==> config.mk <==
export PLATFORM = sky130hd
export DESIGN_NAME = cnn_queue
export DESIGN_NICKNAME = d
export VERILOG_FILES = /design/src/sv/cnn_pkg.sv /design/src/sv/cnn_queue.sv
export SDC_FILE = /design/constraint.sdc
export NUM_CORES = 1
export LEC_CHECK = 0
export ABC_AREA = 1
export BUFFER_PORTS_ARGS = -buffer_cell sky130_fd_sc_hd__buf_2
export CAP_MARGIN = 30
export CORE_AREA = 2 2 133 135
export DETAILED_ROUTE_END_ITERATION = 10
export DIE_AREA = 0 0 135 137
export PLACE_DENSITY_LB_ADDON = 0.2
export SYNTH_ARGS = -nofsm -noshare
export SYNTH_HDL_FRONTEND = slang
export SYNTH_SLANG_ARGS = --single-unit
==> constraint.sdc <==
create_clock -name clk -period 2.1 [get_ports clk]
set_input_delay 0.42 -clock clk [delete_from_list [all_inputs] [get_ports clk]]
set_output_delay 0.42 -clock clk [all_outputs]
set_load 0.05 [all_outputs]
==> src/sv/cnn_pkg.sv <==
// shared types and constants of the cosine nearest-neighbour core
`default_nettype none
package cnn_pkg;

  localparam int ELEM_W = 16;
  localparam int IDX_W  = 9;
  localparam int VLEN_W = 10;
  localparam int CMD_W  = 2;
  localparam int SLOT_W = 20;
  localparam int SEEN_W = 21;
  localparam int DOT_W  = 42;
  localparam int MAG_W  = 41;

  localparam logic [VLEN_W-1:0] VLEN_RESET = 10'd100;

  localparam logic [CMD_W-1:0] CMD_LOAD   = 2'd0;
  localparam logic [CMD_W-1:0] CMD_CAND   = 2'd1;
  localparam logic [CMD_W-1:0] CMD_FINISH = 2'd2;

  localparam int QDEPTH = 4;
  localparam int QPTR_W = 2;
  localparam int QCNT_W = 3;

  localparam int MUL_XW    = 84;
  localparam int MUL_DW    = 8;
  localparam int MUL_STEPS = 6;
  localparam int MUL_YW    = MUL_DW * MUL_STEPS;
  localparam int MUL_PW    = MUL_XW + MUL_YW;
  localparam int MUL_CNT_W = 3;

  typedef struct packed {
    logic                     finish;
    logic                     last;
    logic signed [ELEM_W-1:0] q;
    logic signed [ELEM_W-1:0] v;
  } cnn_item_t;

endpackage
`default_nettype wire

==> src/sv/cnn_queue.sv <==
// short fifo between front and back end
`default_nettype none
module cnn_queue (
  input  wire logic                       clk,
  input  wire logic                       rst_n,
  input  wire logic                       push,
  input  wire cnn_pkg::cnn_item_t         push_item,
  input  wire logic                       pop,
  output cnn_pkg::cnn_item_t              pop_item,
  output logic                            empty,
  output logic [cnn_pkg::QCNT_W-1:0]      count
);

  cnn_pkg::cnn_item_t               mem_r [cnn_pkg::QDEPTH];
  logic [cnn_pkg::QPTR_W-1:0]       wr_ptr_r, wr_ptr_nxt;
  logic [cnn_pkg::QPTR_W-1:0]       rd_ptr_r, rd_ptr_nxt;
  logic [cnn_pkg::QCNT_W-1:0]       count_r, count_nxt;

  always_comb begin
    wr_ptr_nxt = push ? wr_ptr_r + 1'b1 : wr_ptr_r;
    rd_ptr_nxt = pop ? rd_ptr_r + 1'b1 : rd_ptr_r;
    count_nxt  = count_r + cnn_pkg::QCNT_W'(push) - cnn_pkg::QCNT_W'(pop);
  end

  always_ff @(posedge clk) begin
    if (!rst_n) begin
      wr_ptr_r <= '0;
      rd_ptr_r <= '0;
      count_r  <= '0;
    end else begin
      wr_ptr_r <= wr_ptr_nxt;
      rd_ptr_r <= rd_ptr_nxt;
      count_r  <= count_nxt;
    end
  end

  always_ff @(posedge clk) begin
    if (push) begin
      mem_r[wr_ptr_r] <= push_item;
    end
  end

  assign pop_item = mem_r[rd_ptr_r];
  assign empty    = count_r == '0;
  assign count    = count_r;

endmodule
`default_nettype wire

==> summary.md <==
| Metric | Value |
|---|---|
| Routed via count divided by cell count | `4.42` |
| Flop-to-flop setup slack | `about 540 ps` |
| Clock latency on the worst-skew pair | `roughly 420 ps` |
| Core region area | `17,100 um2` |
| Power Density | `slightly above 1000 nW/um2` |
| Number of antenna violations at the first check in global routing | `1` |
| Final core occ | `0.422` |
| Final global-route overflow total | `0` |
| Kind of end point of the critical path | `primary output` |
| Type of element launching the critical path | `flip-flop` |
| Placed cells | `between 700 and 800` |
| Unrepaired setup endpoints after global routing | `true` |
| Initial core utilization | `0.347` |
| Syn Area/Cell | `~13 um2` |
| Number of placement rows | `between 40 and 50` |
| Worst reg-to-reg path cell count | `7` |
| Worst VDD drop | `around 0.55 mV` |
| Final Hold Violating Endpoints | `0` |
| Avg WL per Cell | `approximately 14 um` |
| Post-DP HPWL | `6820 um` |
| DRC violations left | `0` |
| Final worst hold slack | `214 ps` |
| Clock tree from TritonCTS | `done` |
| Worst R2R Start | `count[0]$_SDFF_PN0_` |
| Run status | `complete, no violations` |
| Die height | `approximately 140 um` |
| Iteration-0 DRC Markers | `116` |
| Detailed-route wire length | `11,000 um` |
| Power consumption | `7.40 mW` |
| Register bit count reported by yosys | `between 100 and 150` |
| Number of top-level design ports | `76` |
| Fin Clk Skew | `between 4 and 5 ps` |
| Number of H-tree levels | `4` |
| Required @ worst endpoint | `1680 ps` |
| Setup WS post-layout | `just over 90 ps` |
| Synth Area in XOR/XNOR | `0` |
| Clock input transition at the sequential cells of the worst setup and hold paths | `60 ps` |
| Clk Tree Root Cell | `sky130_fd_sc_hd__clkbuf_16` |
| Final count of negative-setup-slack endpoints | `0` |
| Post-synthesis instance area | `a little under 6000 um2` |
| Vias after detailed routing | `between 3k and 4k` |
| Share of the clock period used by the worst path after layout | `0.957` |
| Portion of the post-synthesis area used by sequential elements | `0.721` |
| Gate count after technology mapping | `about 450` |
| Fmax | `~0.5 GHz` |
| Global-route wire length before repair | `approximately 17,000 um` |
| Floorplan die area | `~18,000 um2` |
| Adder-Cell Fraction of Synth Area | `0.0161` |
| Overall die width | `between 100 and 150 um` |
| Destination of the worst hold path | `mem_r[1][2]$_DFFE_PP_` |
| Pre-CTS setup slack | `roughly 340 ps` |
| Compound-gate portion of the synthesized area | `0.131` |
| Layout cells sized above 1 | `0.273` |
| Data arrival time of the critical path | `roughly 1600 ps` |
| Number of nets at the end of the flow | `around 580` |
| Vias in the first global route | `around 3.3k` |
| Crit path time final | `2010 ps` |
| Worst min-delay path class | `primary input to flip-flop` |
| Worst-Margin Slew | `just over 400 ps` |
| CTS Sinks | `around 150` |
| First-pass detailed-route iteration total | `4` |
| Leakage | `2.83 nW` |
| Max-slew headroom | `0.723` |
| Capturing point of the worst reg2reg path | `count[2]$_SDFF_PN0_` |
| Overall fraction of global-route tracks in use | `0.126` |
| Origin of the worst min-delay path | `push_item[2]` |
| Mux cell area share after synthesis | `0` |
| Synth-to-layout area growth | `21.8%` |
| Non-Filler Instances | `a little under 800` |
| PortBufs | `75` |
| Library cells used by synthesis | `18` |
| Maximum number of pins on one net before global-route repair | `71` |
| Bufs on Longest Clock Path | `2` |
| Cell count of the worst hold path | `1` |
| Max Fanout on Critical Path | `70` |
| Clock buffers created by TritonCTS | `17` |
| Synth Area in Simple Gates | `0.0518` |
| Final Max Slew Viols | `0` |
| Post-route ant nets | `0` |
| Worst setup path class | `flip-flop to primary output` |
| Dominant combinational cell family by area after synthesis | `compound AO/OA/AOI/OAI gates` |
| Number of warnings issued by yosys | `0` |
| Max Cap Violations | `0` |
| Synthesized Nets | `496` |
| Routability congestion estimate from global placement | `0.693` |
logic make-up (layout without fill, tap and decap cells):
kind of cell    after synthesis  in the layout
compound gates              112            112
flops                       145            145
buf+inv                     106            204
other cells                   0              1
simple gates                 81             81
fa+ha+maj                     7              7
what timing repair did:
action,CTS,global route
setup endpoints to repair,5,17
setup buffers,0,0
resized for setup,1,16
endpoints found under the hold margin,0,0
hold buffers,0,0
critical path: stages (launching register included):
cell and delay (ps):
sky130_fd_sc_hd__dfxtp_4 360, sky130_fd_sc_hd__buf_12 270, sky130_fd_sc_hd__a21oi_1 120, sky130_fd_sc_hd__o21ai_0 90
sky130_fd_sc_hd__nand2_1 70, sky130_fd_sc_hd__clkbuf_4 210
flip-flops by register name, summed over array words and instances (netlist names), named ones only:
register	flops
rd_ptr_r	2
mem_r	136
count	3
wr_ptr_r	2
area by class of cell:
class,count,area [um2]
Multi-Input combinational cell,200,1180
Inverter,83,312
Timing Repair Buffer,89,562
Clock inverter,13,161
Tap cell,225,282
Clock buffer,19,433
Antenna cell,1,2.50
Sequential cell,145,4270
Fill cell,1604,9860
metal layers:
metal / global-route usage / part of all wire / routed length (um) / vias up
met5: 0 / 0.0012 / 13 / -
met4: 0.0503 / 0.014 / 150 / 2
met3: 0.0463 / 0.039 / 430 / 17
met2: 0.207 / 0.50 / 5540 / 55
met1: 0.151 / 0.44 / 4880 / 1619
li1: - / - / - / 1731
synth_stat cells:
cell	instances	area, um2
sky130_fd_sc_hd__buf_6	7	78.8
sky130_fd_sc_hd__inv_1	83	312
sky130_fd_sc_hd__buf_4	2	15.0
sky130_fd_sc_hd__nand3_1	1	5.00
sky130_fd_sc_hd__o211ai_2	26	325
sky130_fd_sc_hd__fa_1	1	20.0
sky130_fd_sc_hd__o211ai_1	8	60.1
sky130_fd_sc_hd__dfxtp_1	9	180
sky130_fd_sc_hd__clkbuf_1	3	11.3
sky130_fd_sc_hd__nor2_1	1	3.75
sky130_fd_sc_hd__nor3_1	1	5.00
sky130_fd_sc_hd__edfxtp_1	136	4080
sky130_fd_sc_hd__o21ai_0	34	170
sky130_fd_sc_hd__nand2_1	78	293
sky130_fd_sc_hd__o21ai_1	4	20.0
sky130_fd_sc_hd__a21oi_1	40	200
sky130_fd_sc_hd__buf_2	11	55.1
sky130_fd_sc_hd__ha_1	6	75.1
worst max-delay path by stage:
stage	cells after the start	to	start	slack, ps
after floorplan	1	empty	count[1]$_SDFF_PN0_	40
after global placement	7	count[2]$_SDFF_PN0_	pop	390
after detailed placement	7	count[2]$_SDFF_PN0_	pop	340
after CTS	5	pop_item[17]	flip-flop	40
after global routing	5	pop_item[23]	flip-flop	-20
final	5	pop_item[18]	flip-flop	90
metrics by stage:
step / area [um2] / setup TNS (ps)
6_report: 7200 / 0
5_1_grt: 7200 / -110
4_1_cts: 7160 / 0
3_5_place_dp: 6560 / 0
3_3_place_gp: 6560 / 0
2_1_floorplan: 5910 / 0
cell usage in the layout (no fill, tap or decap), types with 3 or more instances in the layout:
cell                         Yosys  layout
sky130_fd_sc_hd__clkinvlp_4      0       3
sky130_fd_sc_hd__clkbuf_4        0      16
sky130_fd_sc_hd__o211ai_1        8       8
sky130_fd_sc_hd__inv_1          83      79
sky130_fd_sc_hd__edfxtp_1      136     136
sky130_fd_sc_hd__bufinv_16       0       3
sky130_fd_sc_hd__o21ai_0        34      34
sky130_fd_sc_hd__buf_4           2      10
sky130_fd_sc_hd__ha_1            6       6
sky130_fd_sc_hd__nand2_1        78      78
sky130_fd_sc_hd__inv_2           0       4
sky130_fd_sc_hd__clkbuf_16       0      17
sky130_fd_sc_hd__buf_2          11      59
sky130_fd_sc_hd__a21oi_1        40      40
sky130_fd_sc_hd__buf_12          0       3
sky130_fd_sc_hd__o21ai_1         4       4
sky130_fd_sc_hd__o211ai_2       26      26
sky130_fd_sc_hd__dfxtp_1         9       7
power breakdown:
| part | internal, mW | switching, mW | total (mW) |
|---|---|---|---|
| logic | 0.264 | 0.780 | 1.04 |
| clock network | 1.87 | 1.14 | 3.01 |
| registers | 3.30 | 0.0438 | 3.35 |
| total | 5.44 | 1.96 | 7.40 |
Note: power is estimated with default switching activity, not from simulation.
