[src/sv/cnn_pkg.sv]
// shared types and constants of the cosine nearest-neighbour core
`default_nettype none
package cnn_pkg;

  localparam int ELEM_W = 16;
  localparam int IDX_W  = 9;
  localparam int VLEN_W = 10;
  localparam int CMD_W  = 2;
  localparam int SLOT_W = 20;
  localparam int SEEN_W = 21;
  localparam int DOT_W  = 42;
  localparam int MAG_W  = 41;

  localparam logic [VLEN_W-1:0] VLEN_RESET = 10'd100;

  localparam logic [CMD_W-1:0] CMD_LOAD   = 2'd0;
  localparam logic [CMD_W-1:0] CMD_CAND   = 2'd1;
  localparam logic [CMD_W-1:0] CMD_FINISH = 2'd2;

  localparam int QDEPTH = 4;
  localparam int QPTR_W = 2;
  localparam int QCNT_W = 3;

  localparam int MUL_XW    = 84;
  localparam int MUL_DW    = 8;
  localparam int MUL_STEPS = 6;
  localparam int MUL_YW    = MUL_DW * MUL_STEPS;
  localparam int MUL_PW    = MUL_XW + MUL_YW;
  localparam int MUL_CNT_W = 3;

  typedef struct packed {
    logic                     finish;
    logic                     last;
    logic signed [ELEM_W-1:0] q;
    logic signed [ELEM_W-1:0] v;
  } cnn_item_t;

endpackage
`default_nettype wire

[src/sv/cnn_mul.sv]
// iterative multiplier, one 8-bit digit of the multiplier per cycle, msb first
`default_nettype none
module cnn_mul (
  input  wire logic                         clk,
  input  wire logic                         rst_n,
  input  wire logic                         start,
  input  wire logic [cnn_pkg::MUL_XW-1:0]   x,
  input  wire logic [cnn_pkg::MUL_YW-1:0]   y,
  output logic                              done,
  output logic [cnn_pkg::MUL_PW-1:0]        p
);

  logic [cnn_pkg::MUL_PW-1:0]          acc_r, acc_nxt;
  logic [cnn_pkg::MUL_XW-1:0]          x_r, x_nxt;
  logic [cnn_pkg::MUL_YW-1:0]          y_r, y_nxt;
  logic [cnn_pkg::MUL_CNT_W-1:0]       cnt_r, cnt_nxt;
  logic                                done_r, done_nxt;
  logic [cnn_pkg::MUL_XW+cnn_pkg::MUL_DW-1:0] partial;

  assign partial = x_r * y_r[cnn_pkg::MUL_YW-1 -: cnn_pkg::MUL_DW];

  always_comb begin
    acc_nxt  = acc_r;
    x_nxt    = x_r;
    y_nxt    = y_r;
    cnt_nxt  = cnt_r;
    done_nxt = 1'b0;
    if (start) begin
      acc_nxt = '0;
      x_nxt   = x;
      y_nxt   = y;
      cnt_nxt = cnn_pkg::MUL_CNT_W'(cnn_pkg::MUL_STEPS);
    end else if (cnt_r != '0) begin
      acc_nxt  = {acc_r[cnn_pkg::MUL_PW-cnn_pkg::MUL_DW-1:0], cnn_pkg::MUL_DW'(0)}
               + cnn_pkg::MUL_PW'(partial);
      y_nxt    = {y_r[cnn_pkg::MUL_YW-cnn_pkg::MUL_DW-1:0], cnn_pkg::MUL_DW'(0)};
      cnt_nxt  = cnt_r - 1'b1;
      done_nxt = cnt_r == cnn_pkg::MUL_CNT_W'(1);
    end
  end

  always_ff @(posedge clk) begin
    if (!rst_n) begin
      cnt_r  <= '0;
      done_r <= 1'b0;
    end else begin
      cnt_r  <= cnt_nxt;
      done_r <= done_nxt;
    end
    acc_r <= acc_nxt;
    x_r   <= x_nxt;
    y_r   <= y_nxt;
  end

  assign done = done_r;
  assign p    = acc_r;

endmodule
`default_nettype wire

[src/sv/cnn_back.sv]
// back end: accumulates dot product and magnitude, compares scores, reports on finish
`default_nettype none
module cnn_back #(
  parameter int MAX_CANDIDATES = 1048576
) (
  input  wire logic                         clk,
  input  wire logic                         rst_n,
  input  wire logic                         q_empty,
  input  wire cnn_pkg::cnn_item_t           pop_item,
  output logic                              pop,
  output logic                              out_valid,
  output logic [cnn_pkg::SLOT_W-1:0]        out_best_index,
  output logic                              out_found,
  output logic [cnn_pkg::SEEN_W-1:0]        out_candidates_seen
);

  localparam int CW = $clog2(MAX_CANDIDATES + 1);

  localparam logic [2:0] ST_IDLE   = 3'd0;
  localparam logic [2:0] ST_DECIDE = 3'd1;
  localparam logic [2:0] ST_SQ_A   = 3'd2;
  localparam logic [2:0] ST_MUL_L  = 3'd3;
  localparam logic [2:0] ST_SQ_B   = 3'd4;
  localparam logic [2:0] ST_MUL_R  = 3'd5;

  logic [2:0]                         state_r, state_nxt;
  logic signed [cnn_pkg::DOT_W-1:0]   dot_r, dot_nxt;
  logic [cnn_pkg::MAG_W-1:0]          mag_r, mag_nxt;
  logic signed [cnn_pkg::DOT_W-1:0]   best_dot_r, best_dot_nxt;
  logic [cnn_pkg::MAG_W-1:0]          best_mag_r, best_mag_nxt;
  logic [cnn_pkg::SLOT_W-1:0]         best_slot_r, best_slot_nxt;
  logic [CW-1:0]                      count_r, count_nxt;
  logic                               have_best_r, have_best_nxt;
  logic [cnn_pkg::MUL_PW-1:0]         lhs_r, lhs_nxt;
  logic                               out_valid_r, out_valid_nxt;
  logic [cnn_pkg::SLOT_W-1:0]         out_index_r, out_index_nxt;
  logic                               out_found_r, out_found_nxt;
  logic [cnn_pkg::SEEN_W-1:0]         out_seen_r, out_seen_nxt;

  logic signed [2*cnn_pkg::ELEM_W-1:0] qv_prod;
  logic signed [2*cnn_pkg::ELEM_W-1:0] vv_prod;
  logic signed [cnn_pkg::DOT_W-1:0]    dot_acc;
  logic [cnn_pkg::MAG_W-1:0]           mag_acc;
  logic [cnn_pkg::DOT_W-1:0]           ad;
  logic [cnn_pkg::DOT_W-1:0]           ab;
  logic [1:0]                          sd_rank;
  logic [1:0]                          sb_rank;
  logic                                resolve;
  logic                                cand_wins;
  logic                                mul_start;
  logic [cnn_pkg::MUL_XW-1:0]          mul_x;
  logic [cnn_pkg::MUL_YW-1:0]          mul_y;
  logic                                mul_done;
  logic [cnn_pkg::MUL_PW-1:0]          mul_p;

  cnn_mul u_mul (
    .clk   (clk),
    .rst_n (rst_n),
    .start (mul_start),
    .x     (mul_x),
    .y     (mul_y),
    .done  (mul_done),
    .p     (mul_p)
  );

  assign qv_prod = pop_item.q * pop_item.v;
  assign vv_prod = pop_item.v * pop_item.v;
  assign dot_acc = dot_r + cnn_pkg::DOT_W'(qv_prod);
  assign mag_acc = mag_r + cnn_pkg::MAG_W'(vv_prod);
  assign ad      = dot_r[cnn_pkg::DOT_W-1] ? -dot_r : dot_r;
  assign ab      = best_dot_r[cnn_pkg::DOT_W-1] ? -best_dot_r : best_dot_r;

  // rank of the sign: negative, zero, positive
  assign sd_rank = dot_r[cnn_pkg::DOT_W-1] ? 2'd0 : ((dot_r == '0) ? 2'd1 : 2'd2);
  assign sb_rank = best_dot_r[cnn_pkg::DOT_W-1] ? 2'd0 : ((best_dot_r == '0) ? 2'd1 : 2'd2);

  always_comb begin
    state_nxt     = state_r;
    dot_nxt       = dot_r;
    mag_nxt       = mag_r;
    best_dot_nxt  = best_dot_r;
    best_mag_nxt  = best_mag_r;
    best_slot_nxt = best_slot_r;
    count_nxt     = count_r;
    have_best_nxt = have_best_r;
    lhs_nxt       = lhs_r;
    out_valid_nxt = 1'b0;
    out_index_nxt = out_index_r;
    out_found_nxt = out_found_r;
    out_seen_nxt  = out_seen_r;
    pop           = 1'b0;
    resolve       = 1'b0;
    cand_wins     = 1'b0;
    mul_start     = 1'b0;
    mul_x         = '0;
    mul_y         = '0;

    unique case (state_r)
      ST_IDLE: begin
        if (!q_empty) begin
          pop = 1'b1;
          if (pop_item.finish) begin
            out_valid_nxt = 1'b1;
            out_index_nxt = have_best_r ? best_slot_r : '0;
            out_found_nxt = have_best_r;
            out_seen_nxt  = cnn_pkg::SEEN_W'(count_r);
            dot_nxt       = '0;
            mag_nxt       = '0;
            best_dot_nxt  = '0;
            best_mag_nxt  = '0;
            best_slot_nxt = '0;
            count_nxt     = '0;
            have_best_nxt = 1'b0;
          end else begin
            dot_nxt = dot_acc;
            mag_nxt = mag_acc;
            if (pop_item.last) begin
              state_nxt = ST_DECIDE;
            end
          end
        end
      end
      ST_DECIDE: begin
        if (count_r >= CW'(MAX_CANDIDATES)) begin
          dot_nxt   = '0;
          mag_nxt   = '0;
          state_nxt = ST_IDLE;
        end else if (mag_r == '0) begin
          resolve = 1'b1;
        end else if (!have_best_r) begin
          resolve   = 1'b1;
          cand_wins = 1'b1;
        end else if (sd_rank != sb_rank) begin
          resolve   = 1'b1;
          cand_wins = sd_rank > sb_rank;
        end else if (sd_rank == 2'd1) begin
          resolve = 1'b1;
        end else begin
          mul_start = 1'b1;
          mul_x     = cnn_pkg::MUL_XW'(ad);
          mul_y     = cnn_pkg::MUL_YW'(ad);
          state_nxt = ST_SQ_A;
        end
      end
      ST_SQ_A: begin
        if (mul_done) begin
          mul_start = 1'b1;
          mul_x     = mul_p[cnn_pkg::MUL_XW-1:0];
          mul_y     = cnn_pkg::MUL_YW'(best_mag_r);
          state_nxt = ST_MUL_L;
        end
      end
      ST_MUL_L: begin
        if (mul_done) begin
          lhs_nxt   = mul_p;
          mul_start = 1'b1;
          mul_x     = cnn_pkg::MUL_XW'(ab);
          mul_y     = cnn_pkg::MUL_YW'(ab);
          state_nxt = ST_SQ_B;
        end
      end
      ST_SQ_B: begin
        if (mul_done) begin
          mul_start = 1'b1;
          mul_x     = mul_p[cnn_pkg::MUL_XW-1:0];
          mul_y     = cnn_pkg::MUL_YW'(mag_r);
          state_nxt = ST_MUL_R;
        end
      end
      ST_MUL_R: begin
        if (mul_done) begin
          resolve   = 1'b1;
          cand_wins = dot_r[cnn_pkg::DOT_W-1] ? (lhs_r < mul_p) : (lhs_r > mul_p);
        end
      end
      default: begin
        state_nxt = ST_IDLE;
      end
    endcase

    if (resolve) begin
      if (cand_wins) begin
        best_dot_nxt  = dot_r;
        best_mag_nxt  = mag_r;
        best_slot_nxt = cnn_pkg::SLOT_W'(count_r);
        have_best_nxt = 1'b1;
      end
      count_nxt = count_r + 1'b1;
      dot_nxt   = '0;
      mag_nxt   = '0;
      state_nxt = ST_IDLE;
    end
  end

  always_ff @(posedge clk) begin
    if (!rst_n) begin
      state_r     <= ST_IDLE;
      dot_r       <= '0;
      mag_r       <= '0;
      best_dot_r  <= '0;
      best_mag_r  <= '0;
      best_slot_r <= '0;
      count_r     <= '0;
      have_best_r <= 1'b0;
      out_valid_r <= 1'b0;
    end else begin
      state_r     <= state_nxt;
      dot_r       <= dot_nxt;
      mag_r       <= mag_nxt;
      best_dot_r  <= best_dot_nxt;
      best_mag_r  <= best_mag_nxt;
      best_slot_r <= best_slot_nxt;
      count_r     <= count_nxt;
      have_best_r <= have_best_nxt;
      out_valid_r <= out_valid_nxt;
    end
    lhs_r       <= lhs_nxt;
    out_index_r <= out_index_nxt;
    out_found_r <= out_found_nxt;
    out_seen_r  <= out_seen_nxt;
  end

  assign out_valid           = out_valid_r;
  assign out_best_index      = out_index_r;
  assign out_found           = out_found_r;
  assign out_candidates_seen = out_seen_r;

endmodule
`default_nettype wire

[config.mk]
export PLATFORM = sky130hd
export DESIGN_NAME = cnn_back
export DESIGN_NICKNAME = d
export VERILOG_FILES = /design/src/sv/cnn_pkg.sv /design/src/sv/cnn_mul.sv /design/src/sv/cnn_back.sv
export SDC_FILE = /design/constraint.sdc
export NUM_CORES = 2
export LEC_CHECK = 0
export ABC_AREA = 1
export BUFFER_PORTS_ARGS = -buffer_cell sky130_fd_sc_hd__buf_4
export CAP_MARGIN = 20
export CORE_ASPECT_RATIO = 0.9
export CORE_MARGIN = 2
export CORE_UTILIZATION = 50
export DETAILED_ROUTE_END_ITERATION = 8
export GPL_TIMING_DRIVEN = 0
export PLACE_DENSITY = 0.67
export RECOVER_POWER = 100
export REMOVE_ABC_BUFFERS = 1
export SLEW_MARGIN = 10
export SYNTH_ARGS = -nofsm -noshare
export SYNTH_HDL_FRONTEND = slang
export SYNTH_SLANG_ARGS = --single-unit
export TNS_END_PERCENT = 50
[constraint.sdc]
create_clock -name clk -period 9.33 [get_ports clk]
set_input_delay 2.3325 -clock clk [delete_from_list [all_inputs] [get_ports clk]]
set_output_delay 2.3325 -clock clk [all_outputs]
set_load 0.005 [all_outputs]
==> reports/metrics.yaml <==
setup_path:
  cp_top_family: "adder cells"
  worstSetupStartpointType: "input port"
  r2r_end: "u_mul.y_r[36]"
  crit_buf_inv: 6
  crit_top_cell: "fa_1"
  critPathKind: "in2reg"
  reg2reg_depth: 24
  crit_slowest_cell: "fa_1"
  cp.arrival_ns: 9.76
  r2r_start: "dot_r[0]"
  cp-end-kind: "register"
  crit_fanout: 35
  slowest_delay_ns: 0.65
  critPathRequiredTime_ns: 9.92
  regToRegSetupSlack_ns: 0.54
cts:
  cts_tree: "done"
  cts_hold_buf: 0
  worstSkewPairLatency_ns: 0.71
  cts-root-buf: "clkbuf_16"
  cts_buffers: 78
  htree_levels: 3
  cts.sinks: 654
  clk_pin_slew_ns: 0.06
  clockBufferDepth: 3
min_path:
  hold_depth: 0
  holdCritStartpoint: "u_mul.p[13]"
  holdCritPathClass: "reg2reg"
  holdPathEnd: "lhs_r[13]"
drt:
  drt_first_pass_iters: 7
  drc: 0
  viasPerCell: 5.49
  antenna_left: 0
  wl_um: 270000
  dr_total_vias: 71800
  wl_per_cell_um: 20.6
  drtIter0Drc: 6334
grt:
  grt_usage_pct: 32.4
  grt_pass1_vias: 73500
  grt_max_degree: 96
  antenna_found_initial: 13
  grt.overflow.total: 0
  grt_pass1_wl_um: 421000
floorplan:
  die_y_um: 390
  initial_core_util_pct: 50.4
  coreArea_mm2: 0.164
  die_area_mm2: 0.169
  rows: 141
  ios: 81
  fp.dieW_um: 433
logic_synthesis:
  yosysSeqAreaShare_pct: 19.5
  netlist_instances: 10900
  synth_top_area_cell: "fa_1"
  yosys_warnings: 0
  netlist_area_mm2: 0.0828
  ys_ff_latch: 654
  yosysUniqueCellTypes: 58
  synth_top_area_share_pct: 27.7
  yosys_most_used_dff: "dfxtp_1"
  yosys-top-cells-area: "fa_1 (28%), inv_1 (11%), nand2_1 (11%)"
  synth_edf_count: 306
  async_flop_share_pct: 0
  synth_area_per_cell_um2: 7.57
timing:
  rsz0062_at_grt: "true"
  timing.final.crit_share_pct: 98.3
  fin_crit_ns: 9.17
  relSlewSlack_pct: -82.5
  drv_slew: 469
  finalHoldViolCount: 0
  max_clock_freq_mhz: 109
  setup_viol_count_final: 0
  fin_skew_ns: 0.0370
  holdWs_ns: 0.415
  tightestPinTransition_ns: 2.74
placed_design:
  io_buffer_count: 80
  globalplace.congestion: 1.04
  dp_hpwl_um: 221000
cells_and_area:
  mostFrequentLayoutCells: "inv_1 (2529), nand2_1 (2474), fa_1 (1139), nor2_1 (995), a21oi_1 (598)"
  utilization_pct: 54.3
  final_common_cell: "inv_1"
  drive_above_1_share_pct: 4.60
  nets: 12500
  areaGrowthSynthToFinish_pct: 7.78
  fillers: 15500
flow_run:
  maxCapViolCount: 13
status:
  violations: "capacitance limit, slew limit"
  status: "finished, violations left"
## per-stage QoR
| stage | std cells | TNS [ns] | setup WS [ns] | area, µm² |
|---|---|---|---|---|
| 2_1_floorplan | 10500 | -50.23 | -1.35 | 81100 |
| 3_3_place_gp | 12800 | -2615.67 | -11.04 | 84500 |
| 3_5_place_dp | 12900 | -27.47 | -2.11 | 86100 |
| 4_1_cts | 13100 | -0.00766 | -0.00716 | 89100 |
| 5_1_grt | 13100 | -0.425 | -0.126 | 89300 |
| 6_report | 13100 | 0 | 0.158 | 89300 |
## area by class of cell
class / count / area, µm² / share of cell area (%)
clock buffers: 101 / 2120 / 2.37
inverters: 2543 / 9570 / 10.7
multi-input cells: 7340 / 55900 / 62.6
flip-flops and latches: 654 / 16200 / 18.1
diodes: 5 / 12.5 / 0.0140
repair buffers: 179 / 2220 / 2.49
clock inverters: 44 / 517 / 0.579
well taps: 2216 / 2770 / 3.11
## state kept, by name (all words and copies together) (netlist names)
register	count
mag_r	41
best_dot_r	42
dot_r	42
u_mul.p	132
count_r	21
lhs_r	132
out_candidates_seen	21
state_r	3
u_mul.done	1
best_slot_r	20
best_mag_r	41
have_best_r	1
out_best_index	20
out_found	1
u_mul.x_r	84
u_mul.cnt_r	3
out_valid	1
u_mul.y_r	48
## what timing repair did
item | CTS | global route
resized for setup | 43 | 91
gates cloned | 1 | 0
pin swaps | 5 | 7
endpoints found under the setup margin | 17 | 18
buffers inserted | 13 | 9
## worst max-delay path by stage
| stage | startpoint | to | slack [ns] | cells after the start |
|---|---|---|---|---|
| 5_1_grt | pop_item[4] | mag_r[40] | -0.13 | 30 |
| 3_5_place_dp | pop_item[4] | mag_r[36] | -2.11 | 28 |
| 3_3_place_gp | u_mul.done | u_mul.x_r[26] | -11.04 | 5 |
| 6_report | pop_item[14] | mag_r[40] | 0.16 | 33 |
| 2_1_floorplan | u_mul.done | u_mul.x_r[28] | -1.35 | 7 |
| 4_1_cts | pop_item[13] | mag_r[32] | -0.007 | 30 |
## cell usage after synthesis, drive strengths merged, types with 47 or more instances
library cell / number
nor3: 106
buf: 67
nand2: 2481
ha: 512
a211oi: 47
clkbuf: 333
nand4: 103
inv: 2539
nor2: 1004
a21oi: 648
o21ai: 422
nand3: 360
xor2: 120
fa: 1146
dfxtp: 348
edfxtp: 306
## routing by layer
metal	share of wire, %	GRT usage [%]	vias to the layer above	wire [µm]
met4	5.9	16.3	20	15900
li1	-	-	33000	-
met1	40	42.1	35100	108000
met3	8.6	5.77	665	23400
met5	0.051	0	-	138
met2	45	52.1	3005	123000
## cell families after synthesis
| logic type | Yosys count | synth area share, % |
|---|---|---|
| DFF | 654 | 19.5 |
| and+or+nand+nor | 4164 | 20.3 |
| buffers and inverters | 2943 | 13.6 |
| adders and majority gates | 1658 | 35.4 |
| xor gates and xnor gates | 163 | 1.72 |
| AOI/OAI and AO/OA | 1354 | 9.43 |
## worst reg2reg max path, cell delays in order (launching register included)
cell      delay, ns
dfxtp_1        0.33
inv_1          0.17
ha_1           0.32
nand4_1        0.22
nor3_1         0.33
nand2_1        0.15
inv_1          0.15
nand3_1        0.10
nor3_1         0.27
nand4_1        0.15
nor3_1         0.19
nand3_1        0.10
nor2_1         0.10
nand3_1        0.09
ha_1           0.30
nand2_1        0.12
nor2_1         0.10
and3_1         0.30
o21ai_4        0.24
nand2_1        1.96
clkbuf_2       1.94
buf_16         0.47
nand2_1        0.26
nor2_1         0.18
nor2_1         0.05
Power is left out: the tool's default activity adds up to more than one toggle a clock period on the data nets, which glitch-free logic cannot reach.
